==> config.mk <==
export PLATFORM = sky130hd
export DESIGN_NAME = utc_to_modified_julian_day
export DESIGN_NICKNAME = d
export VERILOG_FILES = /design/src/rtl/utcmjd_pkg.sv /design/src/rtl/utcmjd_calc.sv /design/src/rtl/utc_to_modified_julian_day.sv
export SDC_FILE = /design/constraint.sdc
export NUM_CORES = 1
export LEC_CHECK = 0
export ABC_CLOCK_PERIOD_IN_PS = 18300
export BUFFER_PORTS_ARGS = -buffer_cell sky130_fd_sc_hd__buf_4
export CAP_MARGIN = 20
export CORE_MARGIN = 2
export CORE_UTILIZATION = 30
export DETAILED_ROUTE_END_ITERATION = 12
export GPL_TIMING_DRIVEN = 0
export HOLD_SLACK_MARGIN = 0.1
export SLEW_MARGIN = 20
export SYNTH_ARGS = -nofsm -noshare
export SYNTH_HDL_FRONTEND = slang
export SYNTH_HIERARCHICAL = 1
export SYNTH_SLANG_ARGS = --single-unit
==> constraint.sdc <==
create_clock -name clk_i -period 18.3 [get_ports clk_i]
set_clock_uncertainty 0.2 [all_clocks]
set_input_delay 2.745 -clock clk_i [delete_from_list [all_inputs] [get_ports clk_i]]
set_output_delay 2.745 -clock clk_i [all_outputs]
set_load 0.02 [all_outputs]
==> src/rtl/utcmjd_pkg.sv <==
// Package: beat types, constants and month tables for the UTC to MJD converter.
`timescale 1ns / 1ps

package utcmjd_pkg;

  // Input beat: one UTC timestamp
  typedef struct packed {
    logic [13:0] year;
    logic [8:0]  day_of_year;
    logic [4:0]  hour;
    logic [5:0]  minute;
    logic [5:0]  second;
  } utcmjd_in_t;

  // Output beat: day number, seconds of day, date check
  typedef struct packed {
    logic signed [22:0] mjd_day;
    logic [16:0]        seconds_of_day;
    logic               date_valid;
  } utcmjd_out_t;

  localparam int unsigned MONTHS = 12;

  localparam logic [13:0] YEAR_MAX     = 14'd9999;
  localparam logic [14:0] DAY_BIAS_A   = 15'd4711;    // 4712 less one for Jan/Feb
  localparam logic [25:0] DAYS_PER_4Y  = 26'd1461;
  localparam logic [14:0] CENT_BIAS    = 15'd4899;    // 4900 less one for Jan/Feb
  localparam logic [27:0] DIV100_RECIP = 28'd5243;    // ceil(2^19 / 100)
  localparam int unsigned DIV100_SHIFT = 19;
  localparam logic [24:0] MJD_OFFSET   = 25'd2399904;

  // Quotient by 100 through reciprocal multiply; exact for x below 25600 (8-bit result)
  function automatic logic [7:0] div100(input logic [14:0] x);
    logic [27:0] prod;
    prod = 28'(x) * DIV100_RECIP;
    return prod[DIV100_SHIFT +: 8];
  endfunction

  // Days before the first of each month in a common year
  function automatic logic [8:0] days_before(input logic [3:0] month);
    logic [8:0] d;
    unique case (month)
      4'd2:    d = 9'd31;
      4'd3:    d = 9'd59;
      4'd4:    d = 9'd90;
      4'd5:    d = 9'd120;
      4'd6:    d = 9'd151;
      4'd7:    d = 9'd181;
      4'd8:    d = 9'd212;
      4'd9:    d = 9'd243;
      4'd10:   d = 9'd273;
      4'd11:   d = 9'd304;
      4'd12:   d = 9'd334;
      default: d = 9'd0;
    endcase
    return d;
  endfunction

  // Days from March 1 to the first of the month, (306*((m+9)%12)+5)/10
  function automatic logic [8:0] march_offset(input logic [3:0] month);
    logic [8:0] d;
    unique case (month)
      4'd1:    d = 9'd306;
      4'd2:    d = 9'd337;
      4'd4:    d = 9'd31;
      4'd5:    d = 9'd61;
      4'd6:    d = 9'd92;
      4'd7:    d = 9'd122;
      4'd8:    d = 9'd153;
      4'd9:    d = 9'd184;
      4'd10:   d = 9'd214;
      4'd11:   d = 9'd245;
      4'd12:   d = 9'd275;
      default: d = 9'd0;
    endcase
    return d;
  endfunction

endpackage

==> src/rtl/utcmjd_calc.sv <==
// Datapath: one timestamp to Modified Julian Day and seconds of day.
`timescale 1ns / 1ps

module utcmjd_calc (
  input  utcmjd_pkg::utcmjd_in_t  in_i,
  output utcmjd_pkg::utcmjd_out_t out_o
);
  import utcmjd_pkg::*;

  logic [7:0]  year_cent;
  logic        cent_year;
  logic        leap;
  logic [8:0]  year_len;
  logic        valid;
  logic [3:0]  month;
  logic        early;          // January or February
  logic [8:0]  month_start;
  logic [8:0]  day;
  logic [14:0] year_a;
  logic [25:0] span_early;
  logic [25:0] span_sel;
  logic [23:0] a_term;
  logic [14:0] year_c;
  logic [7:0]  cent_early;
  logic [7:0]  cent_late;
  logic [7:0]  cent_sel;
  logic [9:0]  cent_x3;
  logic [7:0]  c_term;
  logic [24:0] mjd_sum;

  // Gregorian leap rule: by 4, not by 100 unless by 400
  assign year_cent = div100(15'(in_i.year));
  assign cent_year = (14'(year_cent) * 14'd100) == in_i.year;
  assign leap      = (in_i.year[1:0] == 2'b00) && (!cent_year || (year_cent[1:0] == 2'b00));
  assign year_len  = 9'd365 + 9'(leap);

  assign valid = (in_i.year != 14'd0) && (in_i.year <= YEAR_MAX) &&
                 (in_i.day_of_year != 9'd0) && (in_i.day_of_year <= year_len);

  // Find the month: last month whose start lies before the day
  always_comb begin
    month = 4'd1;
    for (int m = 2; m <= MONTHS; m++) begin
      if (in_i.day_of_year > days_before(4'(m)) + ((m >= 3) ? 9'(leap) : 9'd0)) begin
        month = 4'(m);
      end
    end
  end

  assign early       = (month < 4'd3);
  assign month_start = days_before(month) + (early ? 9'd0 : 9'(leap));
  assign day         = in_i.day_of_year - month_start;

  // Four-year day term, both shifted years in parallel
  assign year_a     = 15'(in_i.year) + DAY_BIAS_A;
  assign span_early = 26'(year_a) * DAYS_PER_4Y;
  assign span_sel   = early ? span_early : span_early + DAYS_PER_4Y;
  assign a_term     = span_sel[25:2];

  // Century correction, both shifted years in parallel
  assign year_c     = 15'(in_i.year) + CENT_BIAS;
  assign cent_early = div100(year_c);
  assign cent_late  = div100(year_c + 15'd1);
  assign cent_sel   = early ? cent_early : cent_late;
  assign cent_x3    = 10'(cent_sel) * 10'd3;
  assign c_term     = cent_x3[9:2];

  // Combine; low 23 bits carry the two's complement result
  assign mjd_sum = 25'(a_term) + 25'(march_offset(month)) + 25'(day)
                 - 25'(c_term) - MJD_OFFSET;

  assign out_o.mjd_day        = valid ? $signed(mjd_sum[22:0]) : 23'sd0;
  assign out_o.seconds_of_day = 17'(in_i.hour) * 17'd3600 + 17'(in_i.minute) * 17'd60
                              + 17'(in_i.second);
  assign out_o.date_valid     = valid;

endmodule

==> src/rtl/utc_to_modified_julian_day.sv <==
// Top level: UTC timestamp to Modified Julian Day with valid/ready channels.
`timescale 1ns / 1ps

// Converts one UTC timestamp (year, day of year, hour, minute, second) per beat
// into its Modified Julian Day number, seconds since midnight and a flag that
// says whether the day of year lies within the year (year 1 to 9999); when the
// flag is low the day number is zero while seconds_of_day is still given.
// The block takes one beat every clock cycle while the output side keeps up: an
// accepted beat lands in an input register, goes through a single combinational
// conversion stage and is caught in the result register once that register is
// free or being drained. The input side only stalls while both registers hold
// beats that the output side has not yet taken.
module utc_to_modified_julian_day (
  input  logic                    clk_i,
  input  logic                    rst_ni,
  input  logic                    in_valid_i,
  output logic                    in_ready_o,
  input  utcmjd_pkg::utcmjd_in_t  in_data_i,
  output logic                    out_valid_o,
  input  logic                    out_ready_i,
  output utcmjd_pkg::utcmjd_out_t out_data_o
);
  import utcmjd_pkg::*;

  logic        s1_valid_q, s1_valid_d;
  utcmjd_in_t  s1_data_q;
  logic        out_valid_q, out_valid_d;
  utcmjd_out_t out_data_q;
  utcmjd_out_t calc_res;
  logic        out_free;
  logic        s1_move;
  logic        in_fire;

  // Advance when the result register is empty or being drained
  assign out_free   = !out_valid_q || out_ready_i;
  assign s1_move    = s1_valid_q && out_free;
  assign in_ready_o = !s1_valid_q || s1_move;
  assign in_fire    = in_valid_i && in_ready_o;

  assign s1_valid_d  = in_fire || (s1_valid_q && !s1_move);
  assign out_valid_d = s1_move || (out_valid_q && !out_ready_i);

  // Hold control state
  always_ff @(posedge clk_i or negedge rst_ni) begin
    if (!rst_ni) begin
      s1_valid_q  <= 1'b0;
      out_valid_q <= 1'b0;
    end else begin
      s1_valid_q  <= s1_valid_d;
      out_valid_q <= out_valid_d;
    end
  end

  // Capture the input beat
  always_ff @(posedge clk_i) begin
    if (in_fire) begin
      s1_data_q <= in_data_i;
    end
  end

  utcmjd_calc u_calc (
    .in_i  (s1_data_q),
    .out_o (calc_res)
  );

  // Capture the result beat
  always_ff @(posedge clk_i) begin
    if (s1_move) begin
      out_data_q <= calc_res;
    end
  end

  assign out_valid_o = out_valid_q;
  assign out_data_o  = out_data_q;

  // Never stall the input while the output side can take a beat
  a_no_needless_stall: assert property (@(posedge clk_i) disable iff (!rst_ni)
    out_free |-> in_ready_o)
    else $error("input stalled while result register free");

  // A held input beat keeps its payload while the output is blocked
  a_s1_hold: assert property (@(posedge clk_i) disable iff (!rst_ni)
    (s1_valid_q && !out_free) |=> (s1_valid_q && $stable(s1_data_q)))
    else $error("input register changed under stall");

  // A beat leaving the input register shows up as a result
  a_s1_to_out: assert property (@(posedge clk_i) disable iff (!rst_ni)
    s1_move |=> out_valid_q)
    else $error("beat lost between stages");

  // An invalid date carries a zero day number
  a_invalid_zero: assert property (@(posedge clk_i) disable iff (!rst_ni)
    (out_valid_o && !out_data_o.date_valid) |-> (out_data_o.mjd_day == 23'sd0))
    else $error("invalid date with nonzero day number");

endmodule

==> impl_metrics.py, run 1 <==
metrics = {
    "clock_tree": {
        "cts_tree": "done",
        "ctsHoldBuffers": 0,
        "numCtsBuffers": 9,
        "cts_buffer_depth": 2,
        "clk_pin_slew_ns": 0.07,
        "cts_num_sinks": 83,
        "insertion_delay_ns": 0.38,
        "htreeDepth": 3,
        "cts_root_buf": "clkbuf_16",
    },
    "status": {
        "status": "completed",
    },
    "worst_setup_path": {
        "r2r_slack_ns": 0.97,
        "slowest_stage": "fa_1",
        "endpoint": "out_data_o[38]",
        "critPathLaunch": "s1_data_q[31]",
        "critPathBufInv": 9,
        "worstSetupEndpointType": "flop",
        "path_common_cell": "ha_1",
        "worstSetupPathDepth": 69,
        "critPathMaxFanout": 16,
        "worstSetupPathType": "flop to flop",
        "crit_arrival_ns": 17.26,
        "startpoint_type": "flop",
        "critPathRequiredTime_ns": 18.23,
        "crit_family": "adder cells",
        "rr_worst_depth": 69,
        "critical_path.max_stage_delay_ns": 0.56,
        "reg2reg_from": "s1_data_q[31]",
        "rr_endpoint": "out_data_o[38]",
    },
    "detailed_routing": {
        "drt_iter0_drc": 542,
        "ant_nets": 0,
        "vias": 16000,
        "drtPass1Iterations": 5,
        "via_per_inst": 4.49,
        "wl_mm": 49.4,
        "wire_per_inst_um": 13.8,
        "route.detailed.drc": 0,
    },
    "floorplan": {
        "die_x_um": 285,
        "die_y_um": 285,
        "top_level_ports": 87,
        "initial_core_util_pct": 30.4,
        "dieArea_um2": 80900,
        "rows": 102,
        "core_area_um2": 77700,
    },
    "global_routing": {
        "grt_pass1_wl_mm": 83.3,
        "overflow": 0,
        "track_usage_pct": 12.7,
        "grt_max_degree": 42,
        "antenna_found_initial": 0,
        "grt_pass1_vias": 16600,
    },
    "timing": {
        "final-setup-viol-count": 0,
        "rsz0062_at_grt": "no",
        "maxSlewHeadroom_pct": 36.8,
        "fmaxAchievable_mhz": 57.7,
        "setup_tns_ns": 0,
        "hold_viol": 0,
        "fin_crit_ns": 17.33,
        "setup_ws_ns": 0.968,
        "tightest_slew_ns": 0.941,
        "slew_viol_final": 0,
        "fin_crit_sh_pct": 94.7,
    },
    "cells_and_area": {
        "final_nets": 3429,
        "layout-drive-gt1-share_pct": 8.93,
        "fillers": 7935,
        "n_antenna_cell": 0,
        "syn_to_final_growth_pct": 11.3,
        "regArea_um2": 2480,
        "multi_input_area_um2": 19000,
    },
    "yosys": {
        "ys_async_sr_fraction_pct": 2.41,
        "synth_seq_area_share_pct": 10.5,
        "ys_ff_latch": 83,
        "synth_area_um2": 23600,
        "avgSynthCellArea_um2": 9.83,
        "ys.flop_type": "edfxtp_1",
        "syn-num-nets": 3304,
        "synth-edff-count": 81,
        "yosysUniqueCellTypes": 99,
        "syn_inst": 2402,
        "yosys_warnings": 6,
    },
    "worst_hold_path": {
        "hold_class": "flop to flop",
    },
    "placement": {
        "place.gp.congestion": 0.858,
        "dp_hpwl_mm": 42.8,
        "port-buffer-count": 86,
        "pre_cts_ws_ns": -1.78,
    },
    "flow_run": {
        "cap_violations": 0,
    },
}
-- per-layer routing --
| metal | vias up | track usage [%] | routed length, um |
|---|---|---|---|
| li1 | 8123 | - | - |
| met1 | 7768 | 17.3 | 24200 |
| met2 | 100 | 21.7 | 23700 |
| met3 | 28 | 1.14 | 704 |
| met4 | 0 | 3.01 | 741 |
| met5 | - | 0 | 0 |
-- final cells by class --
type                            instances  area share [%]
Sequential cell                        83            9.45
Clock buffer                           10           0.871
Tap cell                             1040            4.95
Clock inverter                          5           0.300
Timing Repair Buffer                  116            3.31
Buffer                                 28           0.724
Multi-Input combinational cell       1727            72.4
Inverter                              562            8.04
-- what timing repair did --
item | 4_1_cts | 5_1_grt
setup buffers | 17 | 13
setup endpoints to repair | 18 | 13
gates cloned | 0 | 0
pin swaps | 1 | 1
resized for setup | 14 | 22
-- sequential cells by signal, summed over array words and instances, names as in the netlist --
| register | count |
|---|---|
| out_data_o | 41 |
| out_valid_o | 1 |
| s1_data_q | 40 |
| s1_valid_q | 1 |
-- synth_stat cells (4+ instances only) --
master,count,area share (%)
nor3_1,31,0.66
nand2b_1,23,0.61
o31ai_1,9,0.29
o22ai_1,4,0.11
inv_1,561,8.9
mux2i_1,8,0.34
buf_2,4,0.085
a31oi_1,13,0.34
o21ai_0,49,1.0
a21boi_0,5,0.16
nand2_1,68,1.1
xnor2_1,123,4.6
clkbuf_1,16,0.25
nor4_1,8,0.21
o21bai_1,19,0.60
a21oi_1,102,2.2
a211o_1,5,0.19
a211oi_1,14,0.45
nor2b_1,20,0.53
edfxtp_1,81,10
nand4_1,15,0.40
fa_1,291,25
a2111oi_0,7,0.26
o21a_1,8,0.25
ha_1,567,30
or2_2,9,0.24
and3_1,14,0.37
a21boi_1,4,0.13
and2_1,13,0.34
o211ai_1,6,0.19
nand3_1,24,0.51
a21o_1,53,1.7
buf_4,4,0.13
nor2_1,81,1.3
xor2_1,55,2.0
-- worst min-delay path by stage --
stage	end	slack (ns)	cells after the start	startpoint
after detailed placement	out_data_o[1]	0.29	1	s1_data_q[0]
after CTS	out_data_o[1]	0.31	1	s1_data_q[0]
after floorplan	out_data_o[1]	0.29	1	s1_data_q[0]
final	out_data_o[1]	0.31	1	s1_data_q[0]
after global routing	out_data_o[1]	0.32	1	s1_data_q[0]
after global placement	out_data_o[2]	0.29	1	s1_data_q[1]
-- stage by stage --
| step | hold slack [ns] | instances | area (um2) | utilization, % |
|---|---|---|---|---|
| 6_report | 0.306 | 3571 | 26300 | 33.8 |
| 5_1_grt | 0.321 | 3571 | 26300 | 33.8 |
| 4_1_cts | 0.308 | 3559 | 26100 | 33.6 |
| 3_5_place_dp | 0.293 | 3528 | 25600 | 32.9 |
| 3_3_place_gp | 0.291 | 3528 | 25600 | 32.9 |
| 2_1_floorplan | 0.290 | 2402 | 23600 | - |
-- worst register-to-register path, delay by kind of cell, from the launching register on --
family	cells	cell delay, ns
compound gates	25	5.11
xor+xnor	3	0.58
fa+ha+maj	19	7.31
buf+inv	9	0.86
flops	1	0.47
mux	1	0.28
simple gates	12	2.22
-- kinds of logic (layout without fill, tap and decap cells) --
kind of cell    after synthesis  after routing  synth area share (%)
mux                           9              9                 0.387
simple gates                332            332                  7.26
flops                        83             83                  10.5
xor+xnor                    185            185                  7.21
compound gates              343            343                  10.2
buf+inv                     592            721                  9.73
fa+ha+maj                   858            858                  54.7
-- cell usage in the layout, fill, tap and decap left out, types with 48 or more instances in the layout --
| cell type | Yosys | routed |
|---|---|---|
| ha_1 | 567 | 567 |
| buf_4 | 4 | 120 |
| xor2_1 | 55 | 53 |
| a21oi_1 | 102 | 102 |
| xnor2_1 | 123 | 116 |
| a21o_1 | 53 | 53 |
| edfxtp_1 | 81 | 81 |
| fa_1 | 291 | 291 |
| nand2_1 | 68 | 67 |
| inv_1 | 561 | 560 |
| o21ai_0 | 49 | 48 |
| nor2_1 | 81 | 80 |
Power of run 1 is not shown: default switching activity piles up to over one toggle a cycle in this logic, so the estimate is an artifact.
==> run 2, diff against run 1 <==
ABC_AREA = 1   (was unset)
==> impl_metrics.py, run 2 <==
metrics = {
    "status": {
        "status": "completed",
    },
    "worst_setup_path": {
        "slowest_stage": "edfxtp_1",
        "worstSetupPathType": "flop to flop",
        "worstSetupEndpointType": "flop",
        "critical_path.max_stage_delay_ns": 0.58,
        "crit_family": "adder cells",
        "reg2reg_from": "s1_data_q[31]",
        "crit_arrival_ns": 16.79,
        "path_common_cell": "nand2_1",
        "critPathRequiredTime_ns": 18.23,
        "startpoint_type": "flop",
        "critPathLaunch": "s1_data_q[31]",
        "critPathMaxFanout": 10,
        "critPathBufInv": 15,
    },
    "detailed_routing": {
        "via_per_inst": 4.39,
        "vias": 17800,
        "route.detailed.drc": 0,
        "wl_mm": 53.0,
        "drtPass1Iterations": 5,
        "ant_nets": 0,
        "wire_per_inst_um": 13.1,
        "drt_iter0_drc": 662,
    },
    "placement": {
        "port-buffer-count": 86,
        "dp_hpwl_mm": 46.7,
        "place.gp.congestion": 0.895,
        "pre_cts_ws_ns": 0.0605,
        "placed_cell_area_um2": 26400,
    },
    "cells_and_area": {
        "largest_reg_flops": 41,
        "fin_util_pct": 33.8,
        "syn_to_final_growth_pct": 11.8,
        "final_common_cell": "inv_1",
        "n_antenna_cell": 0,
        "layout.cells.most_common_list": "inv_1, ha_1, nand2_1",
        "layout-drive-gt1-share_pct": 8.78,
        "final_nets": 3891,
        "design_area_um2": 27200,
    },
    "clock_tree": {
        "numCtsBuffers": 9,
        "cts_root_buf": "clkbuf_16",
        "htreeDepth": 3,
        "clk_pin_slew_ns": 0.07,
        "ctsHoldBuffers": 0,
        "cts_buffer_depth": 2,
        "insertion_delay_ns": 0.38,
        "cts_num_sinks": 83,
        "cts_tree": "done",
    },
    "floorplan": {
        "die_x_um": 289,
        "initial_core_util_pct": 30.3,
        "core_area_um2": 80300,
        "dieArea_um2": 83300,
        "top_level_ports": 87,
        "die_y_um": 289,
        "rows": 104,
    },
    "yosys": {
        "synth_seq_area_share_pct": 10.2,
        "avgSynthCellArea_um2": 8.57,
        "synth_area_um2": 24300,
        "yosys_warnings": 6,
        "yosys.area.top_type": "ha_1",
        "synth_top_area_share_pct": 29.2,
        "syn-num-nets": 3737,
        "ys_async_sr_fraction_pct": 2.41,
        "synth-edff-count": 81,
        "yosysMostFrequentCell": "inv_1",
        "syn_inst": 2835,
        "ys.flop_type": "edfxtp_1",
        "synth_area_leaders": "ha_1, fa_1, inv_1",
        "yosysUniqueCellTypes": 55,
        "ys_ff_latch": 83,
        "synth_common_cells": "inv_1, ha_1, nand2_1, fa_1, a21oi_1",
    },
    "global_routing": {
        "antenna_found_initial": 2,
        "overflow": 0,
        "grt_max_degree": 27,
        "grt_pass1_vias": 18200,
        "grt_pass1_wl_mm": 89.1,
        "track_usage_pct": 13.2,
    },
    "timing": {
        "rsz0062_at_grt": "no",
        "hold_viol": 0,
        "fin_crit_ns": 16.86,
        "slew_viol_final": 0,
        "setup_ws_ns": 1.44,
        "final-setup-viol-count": 0,
        "fin_crit_sh_pct": 92.1,
        "tightest_slew_ns": 1.10,
        "fmaxAchievable_mhz": 59.3,
        "setup_tns_ns": 0,
        "maxSlewHeadroom_pct": 26.6,
    },
    "flow_run": {
        "cap_violations": 0,
    },
    "worst_hold_path": {
        "hold_start": "s1_data_q[0]",
        "hold_class": "flop to flop",
    },
}
## run 2: cell types whose count changed in the layout (fill, tap and decap cells not counted), moves of 26 or more
cell / previous run / this run
nand3_1: 24 / 101
nand2_2: 2 / 36
a21o_1: 53 / 11
nand2_1: 67 / 389
a21oi_1: 102 / 131
inv_1: 560 / 716
o21ai_0: 48 / 74
nor2_1: 80 / 116
xnor2_1: 116 / 45
xor2_1: 53 / 91
## run 2: cell families (layout without fill, tap and decap cells)
group	Yosys count	in the layout	synth area share, %
buffers and inverters	745	904	11.6
adders and majority gates	858	858	53.2
DFF	83	83	10.2
xor gates and xnor gates	142	142	5.12
and+or+nand+nor	726	726	13.3
AOI/OAI and AO/OA	281	281	6.55
## run 2: worst paths after layout
kind | depth (start not counted) | to | slack [ns]
worst min-delay path | 1 | out_data_o[1] | 0.31
worst max register to register | 91 | out_data_o[39] | 1.44
worst min register to register | 1 | out_data_o[1] | 0.31
min in group asynchronous | 1 | out_valid_o | 1.94
max in group asynchronous | 1 | s1_valid_q | 15.88
worst max-delay path | 91 | out_data_o[39] | 1.44
## run 2: layout make-up
class	instances	area, um2
buffer	13	76.3
clock buffer	9	225
clock inverter	7	58.8
fill	8214	53100
inverter	732	2760
multi-input combinational	2007	19100
sequential	83	2480
tap	1060	1330
timing repair buffer	143	1190
## run 2: through the flow
stage	hold WS [ns]	cells
after floorplan	0.267	2835
after global placement	0.275	3981
after detailed placement	0.299	3984
after CTS	0.315	4000
after global routing	0.330	4054
final	0.313	4054
## run 2: routing by layer
layer | part of all wire, % | up-vias | global-route usage (%) | wire (um)
li1 | - | 9224 | - | -
met1 | 47 | 8363 | 17.3 | 24900
met2 | 49 | 156 | 23.6 | 26000
met3 | 2.3 | 47 | 1.31 | 1230
met4 | 1.7 | 4 | 2.67 | 900
met5 | 0.028 | - | 0 | 15
## run 2: timing repair
item,4_1_cts,5_1_grt
endpoints found under the setup margin,0,16
gates resized for setup,0,11
setup buffers,0,54
## run 2: worst register-to-register path: cells and delay by family (launching register included)
family                     cells  cell delay (ns)
xor gates and xnor gates       5             0.92
buffers and inverters         15             1.77
DFF                            1             0.58
and+or+nand+nor               35             3.18
adders and majority gates     18             7.00
AOI/OAI and AO/OA             18             2.97
Power of run 2 is left out for the same reason.
==> run 3, diff against run 2 <==
ABC_AREA = unset   (was 1)
MAX_ROUTING_LAYER = met4   (was unset)
==> impl_metrics.py, run 3 (synthesis gave the netlist of run 1 again) <==
metrics = {
    "status": {
        "status": "completed",
    },
    "worst_setup_path": {
        "worstSetupPathType": "flop to flop",
        "path_common_cell": "ha_1",
        "startpoint_type": "flop",
        "critPathMaxFanout": 16,
        "rr_worst_depth": 69,
        "critical_path.max_stage_delay_ns": 0.56,
        "critPathRequiredTime_ns": 18.23,
        "slowest_stage": "fa_1",
        "r2r_slack_ns": 0.96,
        "rr_endpoint": "out_data_o[38]",
        "worstSetupEndpointType": "flop",
        "reg2reg_from": "s1_data_q[31]",
        "crit_arrival_ns": 17.27,
    },
    "cells_and_area": {
        "final_nets": 3429,
        "stdcell_count": 3571,
        "regArea_um2": 2480,
        "layout.cells.most_common_list": "ha_1, inv_1, fa_1",
        "fin_util_pct": 33.8,
        "syn_to_final_growth_pct": 11.3,
        "final_common_cell": "ha_1",
        "n_antenna_cell": 0,
        "fillers": 7935,
        "layout-drive-gt1-share_pct": 8.93,
        "multi_input_area_um2": 19000,
        "largest_reg_flops": 41,
    },
    "floorplan": {
        "rows": 102,
        "core_area_um2": 77700,
        "top_level_ports": 87,
        "dieArea_um2": 80900,
        "initial_core_util_pct": 30.4,
        "die_y_um": 285,
        "die_x_um": 285,
    },
    "detailed_routing": {
        "ant_nets": 0,
        "drtPass1Iterations": 5,
        "route.detailed.drc": 0,
        "via_per_inst": 4.49,
        "wl_met2_mm": 23.8,
        "wl_mm": 49.4,
        "vias": 16000,
        "highest_layer": "met4",
        "drt_iter0_drc": 551,
        "wire_per_inst_um": 13.8,
        "met3_length_um": 684,
        "m1WireLength_mm": 24.2,
    },
    "timing": {
        "rsz0062_at_grt": "no",
        "setup_tns_ns": 0,
        "fin_crit_sh_pct": 94.7,
        "slew_viol_final": 0,
        "fmaxAchievable_mhz": 57.7,
        "tightest_slew_ns": 0.941,
        "hold_viol": 0,
        "fin_crit_ns": 17.34,
        "setup_ws_ns": 0.962,
        "maxSlewHeadroom_pct": 36.8,
        "final-setup-viol-count": 0,
    },
    "clock_tree": {
        "ctsHoldBuffers": 0,
        "clk_pin_slew_ns": 0.07,
        "numCtsBuffers": 9,
        "insertion_delay_ns": 0.38,
        "cts_tree": "done",
        "cts_root_buf": "clkbuf_16",
        "htreeDepth": 3,
        "cts_buffer_depth": 2,
        "cts_num_sinks": 83,
    },
    "worst_hold_path": {
        "hold_class": "flop to flop",
        "hold_start": "s1_data_q[0]",
        "whs_path_depth": 1,
        "min_to": "out_data_o[1]",
    },
    "placement": {
        "placed_cells": 3528,
        "dp_hpwl_mm": 42.8,
        "pre_cts_ws_ns": -1.78,
        "port-buffer-count": 86,
        "place.gp.congestion": 0.872,
    },
    "global_routing": {
        "grt_pass1_vias": 16600,
        "grt_max_degree": 42,
        "overflow": 0,
        "grt_pass1_wl_mm": 83.3,
        "track_usage_pct": 13.1,
        "antenna_found_initial": 0,
    },
    "flow_run": {
        "cap_violations": 0,
    },
}
run 3: cell count changes in the layout (fill, tap and decap cells not counted), moves of 15 or more:
cell	previous run	this run
nand2_1	389	67
inv_1	716	560
nand3_1	101	24
xnor2_1	45	116
a21o_1	11	53
xor2_1	91	53
nor2_1	116	80
nand2_2	36	2
a21oi_1	131	102
o21ai_0	74	48
nand2b_1	0	23
buf_4	140	120
nor2b_1	0	20
nor3_1	15	30
run 3: final cells by class:
| cell class | count | area share, % |
|---|---|---|
| multi-input cells | 1727 | 72.4 |
| flip-flops and latches | 83 | 9.45 |
| inverters | 562 | 8.04 |
| well taps | 1040 | 4.95 |
| repair buffers | 116 | 3.31 |
| clock buffers | 10 | 0.871 |
| plain buffers | 28 | 0.724 |
| clock inverters | 5 | 0.300 |
run 3: how the worst max path moves through the flow:
| stage | start | endpoint | slack (ns) | cells past startpoint |
|---|---|---|---|---|
| 2_1_floorplan | s1_data_q[30] | out_data_o[37] | 1.60 | 70 |
| 3_3_place_gp | s1_data_q[28] | out_data_o[37] | -1.82 | 70 |
| 3_5_place_dp | s1_data_q[28] | out_data_o[37] | -1.78 | 70 |
| 4_1_cts | s1_data_q[31] | out_data_o[37] | 0.18 | 70 |
| 5_1_grt | s1_data_q[31] | out_data_o[38] | 0.01 | 70 |
| 6_report | s1_data_q[31] | out_data_o[38] | 0.96 | 69 |
run 3: worst max-delay path: cells and delay by family (launching register included):
kind / cells / cell delay [ns]
DFF: 1 / 0.47
buffers and inverters: 9 / 0.84
adders and majority gates: 19 / 7.31
and+or+nand+nor: 12 / 2.21
AOI/OAI and AO/OA: 25 / 5.12
muxes: 1 / 0.28
xor gates and xnor gates: 3 / 0.57
run 3: what timing repair did:
item                       4_1_cts  5_1_grt
pin swaps                        1        1
resized for setup               14       22
setup buffers                   17       13
gates cloned                     0        0
setup endpoints to repair       18       13
run 3: through the flow:
stage / hold slack, ns / area (um2)
after floorplan: 0.290 / 23600
after global placement: 0.291 / 25600
after detailed placement: 0.293 / 25600
after CTS: 0.308 / 26100
after global routing: 0.321 / 26300
final: 0.306 / 26300
run 3: layer usage:
| layer | track usage (%) | up-vias |
|---|---|---|
| li1 | - | 8125 |
| met1 | 17.3 | 7775 |
| met2 | 21.7 | 101 |
| met3 | 1.17 | 28 |
| met4 | 2.91 | 0 |
| met5 | - | - |
Power of run 3 is left out for the same reason.
